$ cat src/hw/rtl/mts_pkg.sv
// Shared types, token codes and character helpers for the micro token scanner.
package mts_pkg;

    typedef enum logic [2:0] {
        MODE_IDLE     = 3'd0,
        MODE_IDENT    = 3'd1,
        MODE_INT      = 3'd2,
        MODE_FRAC     = 3'd3,
        MODE_EXP_E    = 3'd4,
        MODE_EXP_TAIL = 3'd5,
        MODE_COLON    = 3'd6
    } t_mode;

    typedef enum logic [4:0] {
        TK_BEGIN   = 5'd0,
        TK_READ    = 5'd1,
        TK_WRITE   = 5'd2,
        TK_END     = 5'd3,
        TK_IDENT   = 5'd4,
        TK_INT     = 5'd5,
        TK_REAL    = 5'd6,
        TK_LPAREN  = 5'd7,
        TK_RPAREN  = 5'd8,
        TK_SEMI    = 5'd9,
        TK_COMMA   = 5'd10,
        TK_PLUS    = 5'd11,
        TK_MINUS   = 5'd12,
        TK_ASSIGN  = 5'd13,
        TK_NEWLINE = 5'd14,
        TK_ERROR   = 5'd15,
        TK_EOF     = 5'd16
    } t_tok;

    localparam logic [7:0] CH_POINT  = 8'h2E;
    localparam logic [7:0] CH_EXP    = 8'h65;
    localparam logic [7:0] CH_EQUAL  = 8'h3D;
    localparam logic [7:0] CH_UNDER  = 8'h5F;
    localparam logic [7:0] CH_COLON  = 8'h3A;
    localparam logic [7:0] CH_PLUS   = 8'h2B;
    localparam logic [7:0] CH_MINUS  = 8'h2D;
    localparam logic [7:0] CH_SPACE  = 8'h20;
    localparam logic [7:0] CH_TAB    = 8'h09;
    localparam logic [7:0] CH_LF     = 8'h0A;
    localparam logic [7:0] CH_LPAREN = 8'h28;
    localparam logic [7:0] CH_RPAREN = 8'h29;
    localparam logic [7:0] CH_SEMI   = 8'h3B;
    localparam logic [7:0] CH_COMMA  = 8'h2C;

    localparam int KW_COUNT = 4;

    function automatic logic is_letter(input logic [7:0] c);
        return (c >= 8'h41 && c <= 8'h5A) || (c >= 8'h61 && c <= 8'h7A);
    endfunction

    function automatic logic is_digit(input logic [7:0] c);
        return c >= 8'h30 && c <= 8'h39;
    endfunction

    // Keyword lengths: BEGIN, READ, WRITE, END.
    function automatic logic [2:0] kw_len(input logic [1:0] k);
        logic [2:0] len;
        case (k)
            2'd0:    len = 3'd5;
            2'd1:    len = 3'd4;
            2'd2:    len = 3'd5;
            default: len = 3'd3;
        endcase
        return len;
    endfunction

    // Character of keyword k at position pos; only valid below kw_len(k).
    function automatic logic [7:0] kw_char(input logic [1:0] k, input logic [2:0] pos);
        logic [39:0] text;
        logic [7:0]  ch;
        case (k)
            2'd0:    text = "BEGIN";
            2'd1:    text = {"READ", 8'h00};
            2'd2:    text = "WRITE";
            default: text = {"END", 16'h0000};
        endcase
        case (pos)
            3'd0:    ch = text[39:32];
            3'd1:    ch = text[31:24];
            3'd2:    ch = text[23:16];
            3'd3:    ch = text[15:8];
            3'd4:    ch = text[7:0];
            default: ch = 8'h00;
        endcase
        return ch;
    endfunction

    // Drop keyword candidates that do not match c at position pos.
    function automatic logic [KW_COUNT-1:0] kw_filter(input logic [KW_COUNT-1:0] cand,
                                                      input logic [2:0] pos,
                                                      input logic [7:0] c);
        logic [KW_COUNT-1:0] res;
        res = cand;
        for (int k = 0; k < KW_COUNT; k++) begin
            if (pos >= kw_len(2'(k)) || kw_char(2'(k), pos) != c) begin
                res[k] = 1'b0;
            end
        end
        return res;
    endfunction

endpackage

$ cat src/hw/rtl/micro_token_scanner_unit.sv
// Character-serial token scanner with a four-entry result queue.
//
// One ASCII character (or an end-of-input mark) enters per cycle while o_ready
// is high; each item yields zero, one or two results, and the last result of
// an item carries o_last_of_item. The scan state is updated in the accepting
// cycle and the results land in a four-entry queue, so a result appears at the
// earliest in the cycle after its item. The queue drains one result per cycle
// while i_ready is high; o_ready drops while it holds three or more results,
// so a slow sink stalls the input. Items that give at most one result run at
// one item per cycle while the sink keeps up; items that give two results are
// held to the output rate of one result per cycle and so cannot enter on every cycle.
// Identifiers are matched against BEGIN, READ, WRITE and END; integers, reals
// with optional exponent, punctuation, := and newline are recognized; spaces
// and tabs are skipped; any other character gives an ERROR result.
module micro_token_scanner_unit (
    input  logic       i_clk,
    input  logic       i_rst_n,
    input  logic       i_valid,
    output logic       o_ready,
    input  logic [7:0] i_in_byte,
    input  logic       i_end_of_input,
    output logic       o_valid,
    input  logic       i_ready,
    output logic [4:0] o_token_code,
    output logic [7:0] o_error_byte,
    output logic       o_last_of_item
);
    import mts_pkg::*;

    localparam int QDEPTH = 4;

    t_mode               r_mode, n_mode;
    logic [KW_COUNT-1:0] r_cand, n_cand;
    logic [2:0]          r_len, n_len;

    t_tok       r_q_code [QDEPTH];
    logic [7:0] r_q_err  [QDEPTH];
    logic       r_q_last [QDEPTH];
    logic [1:0] r_wr, r_rd;
    logic [2:0] r_cnt;

    logic       accept, pop;
    logic       letter, digit, absorb, assign_hit;
    logic       flush_v, idle_v;
    t_tok       flush_code, idle_code;
    logic [7:0] flush_err, idle_err;
    logic       a_v, b_v;
    t_tok       a_code, b_code, res0_code, res1_code;
    logic [7:0] a_err, b_err, res0_err, res1_err;
    logic [1:0] res_n;

    assign o_ready = r_cnt <= 3'd2;
    assign o_valid = r_cnt != 3'd0;
    assign accept  = i_valid && o_ready;
    assign pop     = o_valid && i_ready;

    assign o_token_code   = r_q_code[r_rd];
    assign o_error_byte   = r_q_err[r_rd];
    assign o_last_of_item = r_q_last[r_rd];

    assign letter     = is_letter(i_in_byte);
    assign digit      = is_digit(i_in_byte);
    assign assign_hit = (r_mode == MODE_COLON) && (i_in_byte == CH_EQUAL);

    // Characters that extend the pending token.
    always_comb begin
        case (r_mode)
            MODE_IDENT:    absorb = letter || digit || i_in_byte == CH_UNDER;
            MODE_INT:      absorb = digit || i_in_byte == CH_POINT;
            MODE_FRAC:     absorb = digit || i_in_byte == CH_EXP;
            MODE_EXP_E:    absorb = digit || i_in_byte == CH_PLUS || i_in_byte == CH_MINUS;
            MODE_EXP_TAIL: absorb = digit;
            default:       absorb = 1'b0;
        endcase
    end

    // Next state of the scanner.
    always_comb begin
        n_mode = r_mode;
        n_cand = r_cand;
        n_len  = r_len;
        if (i_end_of_input) begin
            n_mode = MODE_IDLE;
            n_cand = '0;
            n_len  = '0;
        end else if (absorb) begin
            case (r_mode)
                MODE_IDENT: begin
                    n_cand = kw_filter(r_cand, r_len, i_in_byte);
                    n_len  = (r_len == 3'd7) ? r_len : r_len + 3'd1;
                end
                MODE_INT: begin
                    if (i_in_byte == CH_POINT) n_mode = MODE_FRAC;
                end
                MODE_FRAC: begin
                    if (i_in_byte == CH_EXP) n_mode = MODE_EXP_E;
                end
                MODE_EXP_E: n_mode = MODE_EXP_TAIL;
                default:    n_mode = r_mode;
            endcase
        end else if (assign_hit) begin
            n_mode = MODE_IDLE;
        end else begin
            // Close the pending token and restart on this character.
            n_cand = '0;
            n_len  = '0;
            if (letter) begin
                n_mode = MODE_IDENT;
                n_cand = kw_filter({KW_COUNT{1'b1}}, 3'd0, i_in_byte);
                n_len  = 3'd1;
            end else if (digit) begin
                n_mode = MODE_INT;
            end else if (i_in_byte == CH_COLON) begin
                n_mode = MODE_COLON;
            end else begin
                n_mode = MODE_IDLE;
            end
        end
    end

    // Results of the item: pending token first, then the new one.
    always_comb begin
        flush_v    = 1'b1;
        flush_code = TK_IDENT;
        flush_err  = 8'h00;
        case (r_mode)
            MODE_IDENT: begin
                for (int k = 0; k < KW_COUNT; k++) begin
                    if (r_cand[k] && r_len == kw_len(2'(k))) flush_code = t_tok'(5'(k));
                end
            end
            MODE_INT:      flush_code = TK_INT;
            MODE_FRAC,
            MODE_EXP_E,
            MODE_EXP_TAIL: flush_code = TK_REAL;
            MODE_COLON: begin
                flush_code = TK_ERROR;
                flush_err  = CH_COLON;
            end
            default:       flush_v = 1'b0;
        endcase

        idle_v   = 1'b1;
        idle_err = 8'h00;
        case (i_in_byte)
            CH_LF:     idle_code = TK_NEWLINE;
            CH_LPAREN: idle_code = TK_LPAREN;
            CH_RPAREN: idle_code = TK_RPAREN;
            CH_SEMI:   idle_code = TK_SEMI;
            CH_COMMA:  idle_code = TK_COMMA;
            CH_PLUS:   idle_code = TK_PLUS;
            CH_MINUS:  idle_code = TK_MINUS;
            default: begin
                idle_code = TK_ERROR;
                idle_err  = i_in_byte;
            end
        endcase
        if (letter || digit || i_in_byte == CH_SPACE || i_in_byte == CH_TAB
            || i_in_byte == CH_COLON) begin
            idle_v = 1'b0;
        end

        a_v    = 1'b0;
        a_code = TK_EOF;
        a_err  = 8'h00;
        b_v    = 1'b0;
        b_code = TK_EOF;
        b_err  = 8'h00;
        if (i_end_of_input) begin
            a_v    = flush_v;
            a_code = flush_code;
            a_err  = flush_err;
            b_v    = 1'b1;
        end else if (absorb) begin
            a_v = 1'b0;
        end else if (assign_hit) begin
            b_v    = 1'b1;
            b_code = TK_ASSIGN;
        end else begin
            a_v    = flush_v;
            a_code = flush_code;
            a_err  = flush_err;
            b_v    = idle_v;
            b_code = idle_code;
            b_err  = idle_err;
        end

        // Pack valid results toward slot zero.
        res1_code = b_code;
        res1_err  = b_err;
        if (a_v) begin
            res0_code = a_code;
            res0_err  = a_err;
            res_n     = b_v ? 2'd2 : 2'd1;
        end else begin
            res0_code = b_code;
            res0_err  = b_err;
            res_n     = b_v ? 2'd1 : 2'd0;
        end
    end

    always_ff @(posedge i_clk) begin
        if (!i_rst_n) begin
            r_mode <= MODE_IDLE;
            r_cand <= '0;
            r_len  <= '0;
            r_wr   <= '0;
            r_rd   <= '0;
            r_cnt  <= '0;
        end else begin
            if (accept) begin
                r_mode <= n_mode;
                r_cand <= n_cand;
                r_len  <= n_len;
                r_wr   <= r_wr + res_n;
            end
            if (pop) r_rd <= r_rd + 2'd1;
            r_cnt <= r_cnt + (accept ? {1'b0, res_n} : 3'd0) - (pop ? 3'd1 : 3'd0);
        end
    end

    // Queue payload: write up to two results per accepted item.
    always_ff @(posedge i_clk) begin
        if (accept && res_n != 2'd0) begin
            r_q_code[r_wr] <= res0_code;
            r_q_err[r_wr]  <= res0_err;
            r_q_last[r_wr] <= (res_n == 2'd1);
        end
        if (accept && res_n == 2'd2) begin
            r_q_code[r_wr + 2'd1] <= res1_code;
            r_q_err[r_wr + 2'd1]  <= res1_err;
            r_q_last[r_wr + 2'd1] <= 1'b1;
        end
    end

endmodule

$ cat config.mk
export PLATFORM = sky130hd
export DESIGN_NAME = micro_token_scanner_unit
export DESIGN_NICKNAME = d
export VERILOG_FILES = /design/src/hw/rtl/mts_pkg.sv /design/src/hw/rtl/micro_token_scanner_unit.sv
export SDC_FILE = /design/constraint.sdc
export NUM_CORES = 1
export LEC_CHECK = 0
export CORE_MARGIN = 3
export CORE_UTILIZATION = 50
export DETAILED_ROUTE_END_ITERATION = 10
export DONT_BUFFER_PORTS = 1
export PLACE_DENSITY = 0.68
export SETUP_SLACK_MARGIN = 0.05
export SLEW_MARGIN = 20
export SYNTH_ARGS = -nofsm -noshare
export SYNTH_HDL_FRONTEND = slang
export SYNTH_SLANG_ARGS = --single-unit
$ cat constraint.sdc
create_clock -name i_clk -period 12.9 [get_ports i_clk]
set_clock_uncertainty 0.05 [all_clocks]
set_input_delay 2.58 -clock i_clk [delete_from_list [all_inputs] [get_ports i_clk]]
set_output_delay 2.58 -clock i_clk [all_outputs]
set_load 0.01 [all_outputs]
After elaboration in Yosys (flattened, before gate mapping)
Memories as Yosys holds them, arrays and structs flattened. A register that Yosys moved wholly into a read port is not among the register bits.
Index checks and enable logic that the tools add are counted.
Word-level totals
  bits in registers: 17
  bits in writable memories: 56
  input port bits: 13
  output and inout port bits: 16
  logic and storage cells: 248
  memories kept: 3
Memory list
  r_q_err: words 4, width 8, rd ports 1, clocked after Yosys merged registers in 1, wr ports 2, RTL line micro_token_scanner_unit.sv:37  | logic [7:0] r_q_err [QDEPTH];
  r_q_code: words 4, width 5, rd ports 1, clocked after Yosys merged registers in 1, wr ports 2, RTL line micro_token_scanner_unit.sv:36  | t_tok r_q_code [QDEPTH];
  r_q_last: words 4, width 1, rd ports 1, clocked after Yosys merged registers in 1, wr ports 2, RTL line micro_token_scanner_unit.sv:38  | logic r_q_last [QDEPTH];
Operators by class
  $add $sub $neg: 6
  $lt $le $gt $ge: 13
  equality and inequality tests: 48
  multiplexer cells: 127
  reductions and logical operators: 42
Operators by type and width (number)
  $mux W8: 36
  $mux W3: 35
  $eq A8 B6 Y1 const B: 10
  $pmux W7 S5: 2
  $ne A8 B8 Y1: 8
  $mux W5: 10
  $pmux W4 S7: 1
  $pmux W7 S4: 1
  $reduce_and A4 Y1: 6
  $mux W1: 23
  $pmux W7 S3: 1
  $mux W4: 5
  $pmux W5 S4: 1
  $logic_or A1 B1 Y1: 18
  $mux W2: 9
  $eq A8 B4 Y1 const B: 2
  $eq A8 B7 Y1 const B: 2
  $ge A8 B7 Y1 const B: 2
  $le A8 B7 Y1 const B: 2
  $eq A3 B3 Y1 const B: 5
  $ne A3 B2 Y1 const B: 5
  $eq A3 B2 Y1 const B: 4
  $logic_and A1 B1 Y1: 12
  $eq A3 B3 Y1: 3
  25 further kinds: 33

Depth between registers and ports, before layout
Gate-level depths: netlist (run 1).
  depth in word-level cells: 17
  mapped depth: 16
  mapped depth without buffers: 14

Worst setup path before layout (run 1)
OpenSTA, ideal clock, no wires.
  path kind: input to register
  from: in i_in_byte[2]
  to: mem r_q_code[1][0] in the netlist's numbering, enable pin
  library setup time: 0.456 ns
  arrival time: 6.431 ns
  data required time: 12.394 ns
  slack: 5.963 ns
  cell stages on the path: 9
  buffers on the path: 1
  cells stage by stage: buf_6 -> or4_4 -> nor2_4 -> nor4_2 -> o31a_1 -> nor2_1 -> inv_1 -> ha_1 -> a2111oi_0
RTL lines
  start, declared: RTL line micro_token_scanner_unit.sv:20  | input logic [7:0] i_in_byte,
  end, declared: RTL line micro_token_scanner_unit.sv:36

==> results of run 1 <==
registers in the layout, summed over array words and instances (netlist names), named ones only:
| register | cells |
|---|---|
| r_cand | 4 |
| r_rd | 2 |
| r_q_last | 4 |
| r_cnt | 3 |
| r_wr | 2 |
| r_q_err | 32 |
| r_mode | 3 |
| r_q_code | 20 |
| r_len | 3 |
layer usage:
metal / wire [microns] / part of all wire, % / vias up
met5: 0 / 0 / -
met4: 227 / 1.9 / 0
met3: 949 / 7.7 / 24
met2: 5871 / 48 / 158
met1: 5209 / 42 / 1868
li1: - / - / 1780
area by class of cell:
type                            instances  area [sq um]
Tap cell                              129         161.4
Clock buffer                            9         123.9
Clock inverter                          7         80.08
Timing Repair Buffer                    4         30.03
Sequential cell                        75          2022
Multi-Input combinational cell        345          2643
Inverter                               19         71.32
Fill cell                             824          4284
worst max-delay path, delay by kind of cell:
family | cells | cell delay (ns)
adders and majority gates | 1 | 0.29
muxes | 1 | 0.41
AOI/OAI and AO/OA | 2 | 0.65
and+or+nand+nor | 6 | 1.74
worst paths after layout:
check                                   from              to  slack [ns]
worst min-delay path               r_cand[2]       r_cand[2]        0.42
worst max register to register     r_mode[0]  r_q_code[2][2]        8.79
worst max-delay path            i_in_byte[4]  r_q_code[1][2]        7.28
worst min register to register     r_cand[2]       r_cand[2]        0.42
cell usage in the layout, fill, tap and decap left out, drive strengths merged, types with 9 or more instances in the layout:
cell    instances
a21oi          22
mux4           14
mux2i          15
edfxtp         52
a31o           17
clkbuf          9
nor3           15
and2           10
o21ai          18
mux2            9
nand2          35
ha             12
dfxtp          23
or3             9
nor2b           9
nor2           22
and3           16
inv            23
cells by family (layout without fill, tap and decap cells):
logic type | after synthesis | count (layout) | share of synthesized area, %
AND/OR/NAND/NOR | 166 | 166 | 19.56
AO/OA/AOI/OAI | 115 | 115 | 16.41
flip-flops | 75 | 75 | 41.05
buffers and inverters | 62 | 39 | 5.715
multiplexers | 38 | 38 | 11.51
adder cells (fa/ha/maj) | 13 | 13 | 3.454
XOR/XNOR | 13 | 13 | 2.311
through the flow:
step                hold WS, ns  worst slack (ns)
floorplan                0.3850             5.963
global placement         0.3997             7.099
detailed placement       0.4079             6.981
CTS                      0.4232             7.352
global route             0.4499             7.114
finish                   0.4247             7.276
power breakdown:
group          total, mW  internal [mW]  switching [mW]
logic              0.172         0.0849          0.0871
clock network      0.190         0.0921          0.0979
registers          0.323          0.291          0.0317
==> results by group, run 1 <==
GRT
  – Busiest grt layer: met2
  – GR Util met2: 36.11%
  – GRT Total Usage: 22.63%
  – Grt ovf: 0
  – GR Util met3: 4.225%
  – GR Util met1: 31.33%
  – First-pass GRT wire length: 19840 microns
  – Largest net degree at the start of global routing: 34
  – Initial antenna violation count: 0
  – Vias in the first global route: 3658

Layout
  – Fin area: 5131 sq um
  – N_diodes: 0
  – Area added between synthesis and finish: 4.166%
  – Post-layout util: 54.50%
  – Share of cells above drive strength 1: 15.25%
  – Nets: 480
  – Final std cells w/o fill: 588

Die
  – Core area: 9415 sq um
  – I/O pins: 29
  – Starting density of the core: 52.32%
  – # rows: 35
  – Die Span X: 105.3 microns
  – Die Y: 105.3 microns
  – Die area: 11080 sq um

Routing
  – WL/cell: 20.85 microns
  – DRC violations left: 0
  – Total Wirelength: 12260 microns
  – Routed Antenna Nets: 0
  – Via/cell ratio: 6.514
  – Drt first pass iters: 5
  – 1st-iter DRT viols: 441
  – Vias post-DR: 3830

Critical path
  – CP Launch Type: input pin
  – Slowest CP cell: nand2b_1
  – Setup Crit Path Kind: in -> reg
  – Crit path required time: 12.96 ns
  – Worst path max stage delay: 0.58 ns
  – Crit. End Element: flop
  – CP max FO: 25
  – CP cell instances: or4_4 -> nor2_4 -> nor4_2 -> o31a_1 -> nor2_1 -> ha_1 -> nand2_1 -> o31ai_1 -> nand2b_1 -> mux2_2
  – WP data arrival: 5.68 ns
  – Reg2Reg Depth: 10

Timing
  – Final max-slew violation count: 0
  – RSZ-0062 raised after global routing: false
  – Slew at the pin with the worst max-slew slack: 1.022 ns
  – FMAX: 0.1778 GHz
  – Final Setup Violations: 0
  – Hold Fails Final Rpt: 0
  – Fin crit share: 43.60%
  – Fin crit period: 5.625 ns
  – Slew HR: 31.23%
  – TNS Setup: 0 ns

Yosys
  – Syn avg cell area: 10.22 sq um
  – Yosys top cell area share: 31.70%
  – Synth area leaders: edfxtp_1, dfxtp_1, mux4_2
  – Mapped Area: 4926 sq um
  – YS warnings: 0
  – Top-count cell post-synth: edfxtp_1
  – Leading area contributor after synthesis: edfxtp_1
  – Synth Instances: 482
  – Post-synth EDFFs: 52
  – Register area share after synthesis: 41.05%
  – Syn Nets: 508
  – Register bit total from synthesis: 75
  – Async SR Flop Fraction: 0%
  – Commonest cells post-synth: edfxtp_1, nand2_1, clkbuf_1
  – Most used DFF post-synth: edfxtp_1
  – Post-synthesis cell type count: 66

Clock tree
  – Clk buf depth: 2
  – Post-cts repair resize count: 0
  – TritonCTS clock tree: built
  – Clock Tree Root: clkbuf_8
  – H-Tree Depth: 3
  – Clock Pin Slew Worst Setup and Hold Paths: 0.09 ns
  – Postcts setup bufs: 0
  – Clk_lat worst skew: 0.35 ns
  – CTS Hold Buffers Added: 0
  – CTS Buf Count: 9
  – Num Clock Sinks: 75

Worst hold path
  – Hold Path Cell Cnt: 2
  – Worst Hold Class: reg -> reg

Place
  – Placed cell count: 571
  – HPWL after detailed placement: 8425 microns
  – Gpl congestion: 0.9449
  – PortBufs: 0
  – Placed cell area: 4920 sq um

Job
  – Maxcap violations: 0

Power
  – Power per cell area: 133.4 nW/um^2
  – Cell leakage power: 1.799 nW
  – Power consumption: 0.6847 mW
  – VDD IR-drop max: 0.06550 mV

Status
  – Outcome: completed
Note: power is estimated with default switching activity, not from simulation.
==> run 2: changes to the inputs <==
--- a/config.mk
+++ b/config.mk
@@ -9,7 +9,7 @@
 export CORE_UTILIZATION = 50
 export DETAILED_ROUTE_END_ITERATION = 10
 export DONT_BUFFER_PORTS = 1
-export PLACE_DENSITY = 0.68
+export PLACE_DENSITY = 0.71
 export SETUP_SLACK_MARGIN = 0.05
 export SLEW_MARGIN = 20
 export SYNTH_ARGS = -nofsm -noshare
==> constraint.sdc (replaced) <==
create_clock -name i_clk -period 4.57 [get_ports i_clk]
set_clock_uncertainty 0.05 [all_clocks]
set_input_delay 0.914 -clock i_clk [delete_from_list [all_inputs] [get_ports i_clk]]
set_output_delay 0.914 -clock i_clk [all_outputs]
set_load 0.01 [all_outputs]
==> results by group, run 2 (synthesized netlist as in run 1, its figures left out) <==
Routing
  – 1st-iter DRT viols: 368
  – DRC violations left: 0
  – Total Wirelength: 12190 microns
  – WL/cell: 20.66 microns
  – Via/cell ratio: 6.520
  – Vias post-DR: 3847
  – Drt first pass iters: 5
  – Routed Antenna Nets: 0

Power
  – Sequential fraction of design power: 44.8%
  – Combinational power share: 23.9%
  – NetSw: 0.6018 mW
  – Cell leakage power: 1.831 nW
  – Power consumption: 2.029 mW
  – Clk pwr share: 31.3%
  – Sw frac: 29.66%
  – VDD IR-drop max: 0.1834 mV
  – P_int: 1.427 mW
  – Power per cell area: 391.5 nW/um^2

Critical path
  – Crit. End Element: flop
  – Buf+Inv Stages, Crit Path: 0
  – WP data arrival: 4.16 ns
  – Setup Crit Path Kind: reg -> reg
  – Worst path max stage delay: 0.58 ns
  – CP cell instances: or3b_1 -> or4_1 -> nand3_2 -> o31a_1 -> nor2_1 -> ha_1 -> and3_1 -> a21o_1 -> nand2b_1 -> mux2_2
  – Crit path required time: 4.63 ns
  – CP max FO: 13
  – RR Startpoint: r_mode[0]
  – Critical Path Start: r_mode[0]
  – CP delay by family, top: simple AND/OR/NAND/NOR gates
  – Slowest CP cell: or4_1
  – CP Launch Type: flop

Timing
  – TNS Setup: 0 ns
  – Final max-slew violation count: 0
  – Hold Fails Final Rpt: 0
  – Final Setup Violations: 0
  – RSZ-0062 raised after global routing: false
  – FMAX: 0.2437 GHz
  – Fin crit share: 89.80%
  – Slew HR: 36.79%
  – Slew at the pin with the worst max-slew slack: 0.9394 ns
  – Fin crit period: 4.104 ns
  – Final worst slack: 0.4660 ns

Layout
  – Fin area: 5182 sq um
  – Largest register FFs: 32
  – N_diodes: 0
  – Nets: 482
  – Largest registers: r_q_err: 32 flops, r_q_code: 20 flops
  – Share of cells above drive strength 1: 15.40%
  – FILL cells: 822
  – Largest register by flop count: r_q_err
  – Area added between synthesis and finish: 5.207%
  – Most common cell after layout, fill and taps aside: edfxtp_1
  – Commonest cells after routing, fill and taps aside: edfxtp_1, nand2_1, dfxtp_1, a21oi_1, nor2_1

Place
  – PortBufs: 0
  – Gpl congestion: 0.9194
  – Setup Slack @ Placement: 0.4458 ns
  – Placed cell area: 4942 sq um
  – HPWL after detailed placement: 8484 microns

Die
  – Starting density of the core: 52.32%
  – # rows: 35
  – I/O pins: 29
  – Die Span X: 105.3 microns
  – Core area: 9415 sq um
  – Die area: 11080 sq um
  – Die Y: 105.3 microns

Job
  – Maxcap violations: 0

GRT
  – First-pass GRT wire length: 19920 microns
  – Grt ovf: 0
  – GRT Total Usage: 22.68%
  – Initial antenna violation count: 0
  – Largest net degree at the start of global routing: 34
  – Vias in the first global route: 3694

Clock tree
  – Post-cts repair resize count: 0
  – Clock Pin Slew Worst Setup and Hold Paths: 0.09 ns
  – H-Tree Depth: 3
  – Clk_lat worst skew: 0.35 ns
  – Postcts setup bufs: 0
  – Clk buf depth: 2
  – Clock Tree Root: clkbuf_8
  – TritonCTS clock tree: built
  – CTS Buf Count: 9
  – CTS Hold Buffers Added: 0
  – Num Clock Sinks: 75

Worst hold path
  – Hold Path Origin: r_cand[0]
  – Worst Hold Class: reg -> reg

Status
  – Outcome: completed
[run 2: cell count changes in the layout (fill, tap and decap cells not counted)]
cell,previous run,this run
clkbuf_1,0,1
clkinvlp_4,2,0
clkinv_2,0,1
bufinv_16,1,3
inv_6,4,1
clkinv_4,0,1
buf_4,4,6
[run 2: per-stage QoR]
stage / instances / hold slack, ns / util (%)
2_1_floorplan: 482 / 0.3850 / -
3_3_place_gp: 574 / 0.4054 / 52.49
3_5_place_dp: 574 / 0.4107 / 52.49
4_1_cts: 590 / 0.4228 / 55.04
5_1_grt: 590 / 0.4469 / 55.04
6_report: 590 / 0.4216 / 55.04
[run 2: final timing paths]
path / to / slack, ns / depth (start not counted)
min: r_cand[0] / 0.42 / 2
min reg2reg: r_cand[0] / 0.42 / 2
max: r_q_code[2][2] / 0.47 / 10
max reg2reg: r_q_code[2][2] / 0.47 / 10
[run 2: layout make-up]
cell class	count	area, sq um	area share (%)
Sequential cell	75	2022	39.01
Clock buffer	10	127.6	2.463
Multi-Input combinational cell	345	2643	50.99
Inverter	19	71.32	1.376
Tap cell	129	161.4	3.114
Timing Repair Buffer	6	45.04	0.8691
Clock inverter	6	112.6	2.173
[run 2: worst register-to-register path, cell delays in order (launching register included)]
cell and delay, ns:
dfxtp_1 0.50, or3b_1 0.55, or4_1 0.58, nand3_2 0.17, o31a_1 0.36, nor2_1 0.16, ha_1 0.27, and3_1 0.22
a21o_1 0.19, nand2b_1 0.40, mux2_2 0.41
[run 2: metal layers]
metal,up-vias,global-route usage [%],part of all wire [%],wire length (microns)
met5,-,0,0,0
met4,0,6.748,2.1,261
met3,21,4.532,8.7,1064
met2,212,36.34,48,5801
met1,1828,31.18,42,5062
li1,1786,-,-,-
[run 2: power by group through the flow]
stage / logic [mW] / clock network, mW / registers, mW
3_3_place_gp: 0.478 / 0 / 0.924
6_report: 0.485 / 0.635 / 0.909
5_1_grt: 0.529 / 0.671 / 0.925
2_1_floorplan: 0.462 / 0 / 0.866
3_5_place_dp: 0.487 / 0 / 0.927
4_1_cts: 0.489 / 0.645 / 0.912
==> run 3: changes to the inputs <==
--- a/config.mk
+++ b/config.mk
@@ -7,6 +7,7 @@
 export LEC_CHECK = 0
 export CORE_MARGIN = 3
 export CORE_UTILIZATION = 50
+export CTS_BUF_LIST = sky130_fd_sc_hd__clkbuf_8
 export DETAILED_ROUTE_END_ITERATION = 10
 export DONT_BUFFER_PORTS = 1
 export PLACE_DENSITY = 0.71
==> results by group, run 3 (synthesized netlist as in run 1, its figures left out) <==
Status
  – Outcome: completed

Routing
  – DRC violations left: 0
  – Vias post-DR: 3835
  – Routed Antenna Nets: 0
  – 1st-iter DRT viols: 363
  – Drt first pass iters: 5
  – Max layer used: met4
  – Via/cell ratio: 6.500
  – WL/cell: 20.64 microns
  – Routed length on met2: 5804 microns
  – Met3 WL: 992 microns
  – Total Wirelength: 12180 microns
  – Met1 WL: 5140 microns

Timing
  – Hold Fails Final Rpt: 0
  – Slew at the pin with the worst max-slew slack: 0.9480 ns
  – FMAX: 0.2436 GHz
  – Final worst slack: 0.4648 ns
  – Slew HR: 36.21%
  – Fin crit share: 89.83%
  – Fin crit period: 4.105 ns
  – RSZ-0062 raised after global routing: false
  – Final max-slew violation count: 0
  – Final Setup Violations: 0

Clock tree
  – Clk buf depth: 2
  – Postcts setup bufs: 0
  – CTS Buf Count: 9
  – Clk_lat worst skew: 0.35 ns
  – TritonCTS clock tree: built
  – Post-cts repair resize count: 0
  – Clock Tree Root: clkbuf_8
  – Clock Pin Slew Worst Setup and Hold Paths: 0.09 ns
  – CTS Hold Buffers Added: 0
  – H-Tree Depth: 3
  – Num Clock Sinks: 75

GRT
  – Vias in the first global route: 3694
  – Largest net degree at the start of global routing: 34
  – Initial antenna violation count: 0
  – First-pass GRT wire length: 19920 microns
  – GRT Total Usage: 22.68%
  – Grt ovf: 0

Layout
  – Largest register FFs: 32
  – Final std cells w/o fill: 590
  – N_diodes: 0
  – Largest register by flop count: r_q_err
  – Area added between synthesis and finish: 5.207%
  – Share of cells above drive strength 1: 15.40%
  – Most common cell after layout, fill and taps aside: edfxtp_1
  – Largest registers: r_q_err: 32 flops, r_q_code: 20 flops
  – Nets: 482
  – Commonest cells after routing, fill and taps aside: edfxtp_1, nand2_1, dfxtp_1, a21oi_1, nor2_1

Power
  – VDD IR-drop max: 0.1835 mV
  – Power per cell area: 391.3 nW/um^2
  – Cell leakage power: 1.835 nW

Die
  – Starting density of the core: 52.32%
  – Die Span X: 105.3 microns
  – Die Y: 105.3 microns
  – I/O pins: 29
  – Die area: 11080 sq um
  – Core area: 9415 sq um
  – # rows: 35

Critical path
  – Slowest CP cell: or4_1
  – Crit. End Element: flop
  – CP max FO: 13
  – CP Launch Type: flop
  – WP data arrival: 4.16 ns
  – CP cell instances: or3b_1 -> or4_1 -> nand3_2 -> o31a_1 -> nor2_1 -> ha_1 -> and3_1 -> a21o_1 -> nand2b_1 -> mux2_2
  – Setup Crit Path Kind: reg -> reg
  – Worst path max stage delay: 0.58 ns
  – Crit path required time: 4.62 ns

Place
  – Setup Slack @ Placement: 0.4458 ns
  – Placed cell count: 574
  – PortBufs: 0
  – Gpl congestion: 0.9194
  – HPWL after detailed placement: 8484 microns

Job
  – Maxcap violations: 0

Worst hold path
  – Worst Hold Class: reg -> reg
run 3: cell types whose count changed in the layout (fill, tap and decap cells not counted), sizes merged:
cell / change
clkbuf: -1
inv: +1
run 3: path summary, 6_finish.rpt:
check,startpoint,end,slack [ns],depth (start not counted)
max,r_mode[0],r_q_code[2][2],0.46,10
min,r_cand[0],r_cand[0],0.42,2
max reg2reg,r_mode[0],r_q_code[2][2],0.46,10
min reg2reg,r_cand[0],r_cand[0],0.42,2
run 3: where the power goes:
group / switching, mW / internal [mW]
clock network: 0.271 / 0.363
logic: 0.244 / 0.240
registers: 0.0875 / 0.821
run 3: through the flow:
stage	utilization (%)	TNS, ns	hold WS [ns]	cell area (sq um)	power [mW]
3_5_place_dp	52.49	0	0.4107	4942	1.414
6_report	55.04	0	0.4238	5182	2.028
3_3_place_gp	52.49	0	0.4054	4942	1.402
5_1_grt	55.04	0	0.4469	5182	2.124
4_1_cts	55.04	0	0.4228	5182	2.043
2_1_floorplan	-	-2.416	0.3850	4928	1.328
run 3: per-layer routing:
| metal | up-vias | global-route usage, % |
|---|---|---|
| li1 | 1787 | - |
| met2 | 197 | 36.34 |
| met5 | - | 0 |
| met1 | 1830 | 31.18 |
| met4 | 0 | 6.748 |
| met3 | 21 | 4.532 |
run 3: worst max-delay path, delay by kind of cell, from the launching register on:
| kind | cells | cell delay [ns] |
|---|---|---|
| multiplexers | 1 | 0.41 |
| adder cells (fa/ha/maj) | 1 | 0.27 |
| AO/OA/AOI/OAI | 2 | 0.55 |
| AND/OR/NAND/NOR | 6 | 2.08 |
| flip-flops | 1 | 0.50 |
run 3: cell type report:
cell class / instances / area (sq um)
clock inverter: 7 / 116.4
tap: 129 / 161.4
multi-input combinational: 345 / 2643
timing repair buffer: 6 / 45.04
clock buffer: 9 / 123.9
fill: 822 / 4233
sequential: 75 / 2022
inverter: 19 / 71.32
